[src/rtl/core/page_framebuffer_sprite_blit_macros.svh]
`ifndef PAGE_FRAMEBUFFER_SPRITE_BLIT_MACROS_SVH
`define PAGE_FRAMEBUFFER_SPRITE_BLIT_MACROS_SVH

// same-cycle implication, sampled on clk, off while rst is high
`define PFSB_ASSERT_NOW(lbl, ante, cons, msg) \
  lbl: assert property (@(posedge clk) disable iff (rst) (ante) |-> (cons)) \
    else $error(msg);

// next-cycle implication, sampled on clk, off while rst is high
`define PFSB_ASSERT_NEXT(lbl, ante, cons, msg) \
  lbl: assert property (@(posedge clk) disable iff (rst) (ante) |=> (cons)) \
    else $error(msg);

`endif

[src/rtl/core/pfsb_pkg.sv]
package pfsb_pkg;

  localparam int DISPLAY_WIDTH = 84;
  localparam int DISPLAY_PAGES = 6;
  localparam int FB_SIZE       = DISPLAY_WIDTH * DISPLAY_PAGES;
  localparam int FB_ADDR_W     = $clog2(FB_SIZE);

  localparam logic ITEM_READ = 1'b1;

  typedef enum logic [2:0] {
    REG_SPRITE_WIDTH = 3'd0,
    REG_SPRITE_PAGES = 3'd1,
    REG_X_POSITION   = 3'd2,
    REG_Y_POSITION   = 3'd3,
    REG_XOR_MODE     = 3'd4
  } cfg_reg_t;

  typedef enum logic [2:0] {
    ST_CLEAR,
    ST_IDLE,
    ST_READ,
    ST_MERGE_A,
    ST_MERGE_B
  } state_t;

  typedef struct packed {
    logic clr_step;
    logic load_read;
    logic load_byte;
    logic merge_a;
    logic merge_b;
  } cmd_t;

  typedef struct packed {
    logic drop;
    logic clear_last;
  } status_t;

endpackage

[src/rtl/core/pfsb_ctrl.sv]
`include "page_framebuffer_sprite_blit_macros.svh"

module pfsb_ctrl
  import pfsb_pkg::*;
(
  input  logic    clk,
  input  logic    rst,
  input  logic    start,
  input  logic    kind,
  input  status_t status,
  output logic    busy,
  output logic    done,
  output cmd_t    cmd
);

  state_t state;
  state_t state_next;
  logic   accept;

  assign accept = start && !busy;

  always_ff @(posedge clk) begin
    if (rst) begin
      state <= ST_CLEAR;
    end else begin
      state <= state_next;
    end
  end

  always_comb begin
    state_next = state;
    case (state)
      ST_CLEAR: begin
        if (status.clear_last) begin
          state_next = ST_IDLE;
        end
      end
      ST_IDLE, ST_READ: begin
        state_next = ST_IDLE;
        if (accept) begin
          if (kind == ITEM_READ) begin
            state_next = ST_READ;
          end else if (!status.drop) begin
            state_next = ST_MERGE_A;
          end
        end
      end
      ST_MERGE_A: state_next = ST_MERGE_B;
      ST_MERGE_B: state_next = ST_IDLE;
      default:    state_next = ST_CLEAR;
    endcase
  end

  always_comb begin
    cmd  = '0;
    busy = 1'b1;
    done = 1'b0;
    case (state)
      ST_CLEAR:   cmd.clr_step = 1'b1;
      ST_IDLE:    busy = 1'b0;
      ST_READ: begin
        busy = 1'b0;
        done = 1'b1;
      end
      ST_MERGE_A: cmd.merge_a = 1'b1;
      ST_MERGE_B: cmd.merge_b = 1'b1;
      default: ;
    endcase
    cmd.load_read = start && !busy && (kind == ITEM_READ);
    cmd.load_byte = start && !busy && (kind != ITEM_READ);
  end

  `PFSB_ASSERT_NEXT(a_read_result, start && !busy && kind == ITEM_READ, done,
                    "read transfer did not return its byte in the next cycle")
  `PFSB_ASSERT_NEXT(a_second_merge, cmd.merge_a, cmd.merge_b && busy,
                    "second write-back did not follow the first")
  `PFSB_ASSERT_NOW(a_clear_quiet, state == ST_CLEAR,
                   busy && !done && !cmd.load_read && !cmd.load_byte,
                   "transfer taken during the clearing pass")
  `PFSB_ASSERT_NOW(a_one_mem_user, cmd.clr_step || cmd.merge_a || cmd.merge_b,
                   !cmd.load_read && !cmd.load_byte,
                   "new item accepted while the memory port is in use")

endmodule
[config.mk]
export PLATFORM = sky130hd
export DESIGN_NAME = pfsb_ctrl
export DESIGN_NICKNAME = d
export VERILOG_FILES = /design/src/rtl/core/pfsb_pkg.sv /design/src/rtl/core/pfsb_ctrl.sv
export VERILOG_INCLUDE_DIRS = /design/src /design/src/rtl/core
export SDC_FILE = /design/constraint.sdc
export NUM_CORES = 1
export LEC_CHECK = 0
export ABC_AREA = 1
export BUFFER_PORTS_ARGS = -buffer_cell sky130_fd_sc_hd__clkbuf_2
export CAP_MARGIN = 10
export CORE_AREA = 10 10 47 49
export CTS_CLUSTER_DIAMETER = 200
export DETAILED_ROUTE_END_ITERATION = 10
export DIE_AREA = 0 0 57 59
export PLACE_DENSITY_LB_ADDON = 0.25
export SYNTH_ARGS = -nofsm -noshare
export SYNTH_HDL_FRONTEND = slang
export SYNTH_SLANG_ARGS = --single-unit
[constraint.sdc]
create_clock -name clk -period 0.9 [get_ports clk]
set_input_delay 0.045 -clock clk [delete_from_list [all_inputs] [get_ports clk]]
set_output_delay 0.045 -clock clk [all_outputs]
set_load 0.01 [all_outputs]
==> results.json, run 1 <==
{
  "status": "finished with violations",
  "violations": "setup timing",
  "grt_pass1_vias": 249,
  "power_density_nw_per_um2": 1360,
  "dpl.hpwl_um": 463,
  "routedWlPerCell_um": 8.42,
  "grt_remaining_overflow": 0,
  "route.detailed.drc": 0,
  "setup_tns_ns": -1.40,
  "ff2ff_setup_slack_ns": -0.06,
  "drt_iter0_markers": 1,
  "ys_seq_elements": 3,
  "slowest_delay_ns": 0.35,
  "grt_max_degree": 4,
  "wirelength_um": 556,
  "critPathLaunchType": "flop",
  "hold_path.class": "in2reg",
  "cts_tree": "yes",
  "ys.flop_type": "dfxtp_1",
  "grtUsageTotal": 0.0362,
  "clk_path_buf_depth": 2,
  "syn_avg_cell_area_um2": 6.86,
  "largest_reg_flops": 3,
  "max_cap_viol_count": 0,
  "via_per_inst": 3.59,
  "swShare": 0.287,
  "yosysMostFrequentCell": "nor2_1",
  "synth_xor_area_frac": 0,
  "finalNetCount": 57,
  "synth_top_area_frac": 0.302,
  "num_rows": 14,
  "die_w_um": 57,
  "path_cells": "nor2_4, nor2_4, buf_4, inv_1, buf_2",
  "top_register": "state",
  "port_buffers": 12,
  "cellLeakagePower_nw": 0.213,
  "htree_levels": 1,
  "antennaDiodeCount": 0,
  "antenna_found_initial": 0,
  "pre_cts_ws_ns": -0.0399,
  "cp_common_cell": "nor2_4",
  "syn2layout_area_growth_pct": 98.7,
  "finalSetupViolCount": 8,
  "crit_buf_inv": 3,
  "path_class": "reg2out",
  "io_pins": 13,
  "synth_edf_count": 0,
  "cts_hold_buffers": 0,
  "ant_nets": 0,
  "cp-end-kind": "output pin",
  "synth_fp_nets": 35,
  "slew_viol_final": 0,
  "path_clk_slew_ns": 0.04,
  "yosysTopAreaCell": "dfxtp_1",
  "coreArea_um2": 1400,
  "root_buffer": "clkbuf_4",
  "netlist_top_cells_count": "6 x nor2_1, 5 x inv_1, 3 x dfxtp_1, 3 x nand2_1, 3 x nand2_2",
  "synth_top_family_by_area": "simple AND/OR/NAND/NOR gates",
  "maxSlewHeadroom": 0.911,
  "pwr-share-seq": 0.286,
  "route.vias.total": 237,
  "max_freq_mhz": 880,
  "finalHoldViolCount": 0,
  "crit_arrival_ns": 1.09,
  "cts_made_buffers": 3,
  "cp.depth": 5,
  "min_path_cells": 2,
  "muxShareOfSynthArea": 0,
  "initial_utilization": 0.142,
  "dieArea_um2": 3360,
  "reg.largest.list": "state: 3 flops",
  "irDropWorstVdd_mv": 0.560,
  "ys_warn_count": 0,
  "place_congestion": 0.580,
  "worst_pin_slew_ns": 0.133,
  "finClkSkew_ns": 0.00254,
  "slowest_stage": "dfxtp_4",
  "intPower_w": 0.000383,
  "async_flop_share": 0,
  "synth_adder_area_share": 0,
  "synthCells": 29,
  "crit_required_ns": 0.85,
  "synth-seq-area-share": 0.302,
  "dr.pass1.iters": 2,
  "crit_family": "flip-flops",
  "pwr-share-clk": 0.433,
  "power_frac_comb": 0.281,
  "cts_num_sinks": 3,
  "synth-simple-area-share": 0.403,
  "fin_crit_sh": 1.26,
  "period_needed_ns": 1.14,
  "yosys.cell_types.count": 14,
  "net-switching-power_w": 0.000154,
  "grt_pass1_wl_um": 903,
  "die_h_um": 59,
  "path_max_fanout": 3,
  "drive_gt1_frac": 0.720,
  "synth_compound_area_frac": 0.145,
  "grt_setup_unrepaired": "true",
  "syn_area_um2": 199,
  "finalWorstSetupSlack_ns": -0.237,
  "netlist_top_cells_area": "dfxtp_1 30%, nor2_1 11%, inv_1 9.4%",
  "ff2ff_path_depth": 5,
  "clk_latency_ns": 0.23
}
==> cells in the final DEF (no fill, tap or decap) <==
| cell | instances |
|---|---|
| dfxtp_2 | 1 |
| clkbuf_2 | 6 |
| nand2_2 | 4 |
| a21oi_2 | 1 |
| nor3_1 | 1 |
| buf_2 | 5 |
| clkbuf_4 | 3 |
| dfxtp_4 | 2 |
| nand2_1 | 1 |
| nor2_1 | 5 |
| inv_1 | 5 |
| clkbuf_1 | 1 |
| o21ai_2 | 1 |
| nand3_1 | 1 |
| nor2_4 | 3 |
| nand2_4 | 1 |
| buf_4 | 4 |
| inv_2 | 1 |
| o21bai_4 | 1 |
| buf_6 | 3 |
==> kinds of logic (layout without fill, tap and decap cells) <==
logic type             count (synthesis)  after routing
AND/OR/NAND/NOR                       16             16
flip-flops                             3              3
buffers and inverters                  7             28
AO/OA/AOI/OAI                          3              3
==> stage by stage <==
| stage | instance area (µm²) | instances | utilization | hold slack (ns) | power (W) |
|---|---|---|---|---|---|
| after global routing | 395 | 66 | 0.282 | 0.0154 | 0.000575 |
| after floorplan | 199 | 29 | - | 0.117 | 0.000226 |
| final | 395 | 66 | 0.282 | 0.0124 | 0.000537 |
| after global placement | 294 | 59 | 0.210 | 0.253 | 0.000270 |
| after detailed placement | 294 | 59 | 0.210 | 0.258 | 0.000270 |
| after CTS | 340 | 64 | 0.243 | 0.00394 | 0.000530 |
==> routing by layer <==
layer | vias to the layer above | wire (µm) | global-route usage
met5 | - | 0 | 0
met3 | 0 | 49 | 0.0322
met4 | 0 | 0 | 0.0302
met2 | 8 | 280 | 0.0496
li1 | 127 | - | -
met1 | 102 | 227 | 0.0330
==> worst reg2reg max path, cell delays in order (launching register included) <==
cell and delay (ns):
dfxtp_4 0.35, nor2_4 0.16, nand2_2 0.07, buf_4 0.14
o21bai_4 0.10, a21oi_2 0.04
==> power by group through the flow <==
stage | registers [W] | clock network, W | logic [W]
2_1_floorplan | 0.000150 | 0 | 0.0000756
3_3_place_gp | 0.000151 | 0 | 0.000119
3_5_place_dp | 0.000151 | 0 | 0.000119
4_1_cts | 0.000153 | 0.000246 | 0.000130
5_1_grt | 0.000155 | 0.000251 | 0.000169
6_report | 0.000154 | 0.000233 | 0.000151
==> repair_timing <==
item                       CTS  global route
buffers inserted             1             2
pin swaps                    1             5
gates resized for setup      5            16
setup endpoints to repair    8             8
==> layout make-up <==
class                      instances  area [µm²]
fill                             165        1010
multi-input combinational         19         139
timing repair buffer              18         119
sequential                         3        68.8
clock buffer                       4        26.3
inverter                           6        22.5
tap                               16        20.0
==> final timing paths <==
check / startpoint / endpoint
hold / removal: rst / state[1]
setup reg to reg: state[0] / state[0]
setup / recovery: state[0] / busy
hold reg to reg: state[2] / state[2]
Power figures use the tool's default switching activity.
==> inputs of run 2 (changes only) <==
--- a/config.mk
+++ b/config.mk
@@ -13,7 +13,7 @@
 export CTS_CLUSTER_DIAMETER = 200
 export DETAILED_ROUTE_END_ITERATION = 10
 export DIE_AREA = 0 0 57 59
-export PLACE_DENSITY_LB_ADDON = 0.25
+export PLACE_DENSITY = 0.35
 export SYNTH_ARGS = -nofsm -noshare
 export SYNTH_HDL_FRONTEND = slang
 export SYNTH_SLANG_ARGS = --single-unit
==> run 2 against run 1 <==
  * The flow still finishes with violations (setup timing)
  * Sequential share of layout area is 0.055 points lower
  * Utilization is 0.089 points higher
  * Via count up 4.6%
  * Clock power rose by 3%
  * Die area is the same
  * Largest power group unchanged
  * Highest routed layer is now met4
==> results.json, run 2 (synthesized netlist as in run 1, its figures left out) <==
{
  "status": "finished with violations",
  "violations": "setup timing",
  "hold_path.class": "in2reg",
  "wirelength_um": 602,
  "antenna_found_initial": 0,
  "slowest_stage": "dfxtp_4",
  "syn2layout_area_growth_pct": 99.4,
  "grt_pass1_vias": 276,
  "initial_utilization": 0.142,
  "postPlaceCellArea_um2": 302,
  "critPathLaunchType": "flop",
  "clk_latency_ns": 0.23,
  "crit_family": "simple AND/OR/NAND/NOR gates",
  "die_w_um": 57,
  "busiest_layer": "met2",
  "antennaDiodeCount": 0,
  "min_path_cells": 2,
  "layout_commonest_cell": "buf_2",
  "irDropWorstVdd_mv": 0.612,
  "power_w": 0.000563,
  "finalNetCount": 58,
  "crit_buf_inv": 1,
  "path_max_fanout": 3,
  "max_cap_viol_count": 0,
  "die_h_um": 59,
  "cts_made_buffers": 3,
  "dpl.hpwl_um": 498,
  "met3_usage": 0.0343,
  "routedWlPerCell_um": 8.99,
  "top_register": "state",
  "dieArea_um2": 3360,
  "route.detailed.drc": 0,
  "grtUsageTotal": 0.0418,
  "cp_common_cell": "nand2_4",
  "finalHoldViolCount": 0,
  "hp-start": "rst",
  "cellLeakagePower_nw": 0.221,
  "path_class": "reg2out",
  "largest_reg_flops": 3,
  "crit_arrival_ns": 1.10,
  "route.vias.total": 248,
  "drive_gt1_frac": 0.725,
  "dr.pass1.iters": 2,
  "reg.largest.list": "state: 3 flops",
  "cp.depth": 6,
  "setup_tns_ns": -1.33,
  "finClkSkew_ns": 0.00290,
  "clk_path_buf_depth": 2,
  "path_cells": "nand2_4, nand2_4, nor2_4, nand2_2, nor2_1, buf_2",
  "slowest_delay_ns": 0.35,
  "fill_cells": 169,
  "ant_nets": 0,
  "grt_setup_unrepaired": "true",
  "ff2ff_path_depth": 5,
  "crit_required_ns": 0.85,
  "power_density_nw_per_um2": 1420,
  "ff2ff_setup_slack_ns": -0.05,
  "via_per_inst": 3.70,
  "reg2reg_to": "state[0]",
  "cp-end-kind": "output pin",
  "layout.cells.non_filler": 67,
  "met2_usage": 0.0605,
  "final_cell_mix": "7 x buf_2, 5 x inv_1, 5 x clkbuf_2, 5 x buf_4, 4 x nor2_1",
  "use_met1": 0.0389,
  "drt_iter0_markers": 1,
  "period_needed_ns": 1.14,
  "reg2reg_from": "state[1]",
  "root_buffer": "clkbuf_4",
  "grt_pass1_wl_um": 1090,
  "port_buffers": 12,
  "coreArea_um2": 1400,
  "dpl.cell_count": 60,
  "post-route-util": 0.283,
  "worst_pin_slew_ns": 0.132,
  "slew_viol_final": 0,
  "fin_crit_sh": 1.27,
  "num_rows": 14,
  "path_clk_slew_ns": 0.04,
  "finalSetupViolCount": 9,
  "io_pins": 13,
  "finalWorstSetupSlack_ns": -0.244,
  "cts_num_sinks": 3,
  "maxSlewHeadroom": 0.911,
  "holdPathEnd": "state[1]",
  "cts_tree": "yes",
  "place_congestion": 0.557,
  "grt_max_degree": 4,
  "final_area_um2": 397,
  "max_freq_mhz": 874,
  "grt_remaining_overflow": 0,
  "htree_levels": 1
}
[run 2: cell type report]
class	instances	area [µm²]	share of cell area
inverter	6	22.5	0.0568
clock buffer	4	26.3	0.0662
tap	16	20.0	0.0505
sequential	3	68.8	0.174
multi-input combinational	19	139	0.350
timing repair buffer	19	120	0.303
[run 2: per-layer routing]
| metal | share of wire | vias to the layer above |
|---|---|---|
| met4 | 0.027 | 0 |
| li1 | - | 130 |
| met3 | 0.11 | 2 |
| met5 | 0 | - |
| met1 | 0.41 | 105 |
| met2 | 0.46 | 11 |
[run 2: power breakdown]
| group | switching [W] | internal (W) | leakage [nW] |
|---|---|---|---|
| clock | 0.0000728 | 0.000166 | 0.0150 |
| combinational | 0.0000817 | 0.0000891 | 0.180 |
| sequential | 0.0000118 | 0.000141 | 0.0264 |
[run 2: worst register-to-register path: stages (launching register included)]
cell and delay [ns]:
dfxtp_4 0.35, nor2_4 0.15, nand2_2 0.08, buf_6 0.12, o21bai_4 0.10, a21oi_2 0.04
[run 2: worst max path at each step]
stage,from,endpoint
2_1_floorplan,state[1],state[0]
3_3_place_gp,state[0],cmd[3]
3_5_place_dp,state[1],cmd[3]
4_1_cts,state[1],busy
5_1_grt,state[1],cmd[3]
6_report,state[0],cmd[3]
[run 2: repair_timing]
action                     CTS  global route
pin swaps                    1             2
setup endpoints to repair    8             9
buffers inserted             1             2
hold buffers                 0             0
resized for setup            6            15
gates cloned                 0             0
[run 2: through the flow]
stage	hold WS [ns]	setup slack [ns]
after CTS	0.00314	-0.286
after detailed placement	0.260	-0.0513
final	0.00727	-0.244
after floorplan	0.117	0.0485
after global placement	0.255	-0.0560
after global routing	0.0102	-0.347
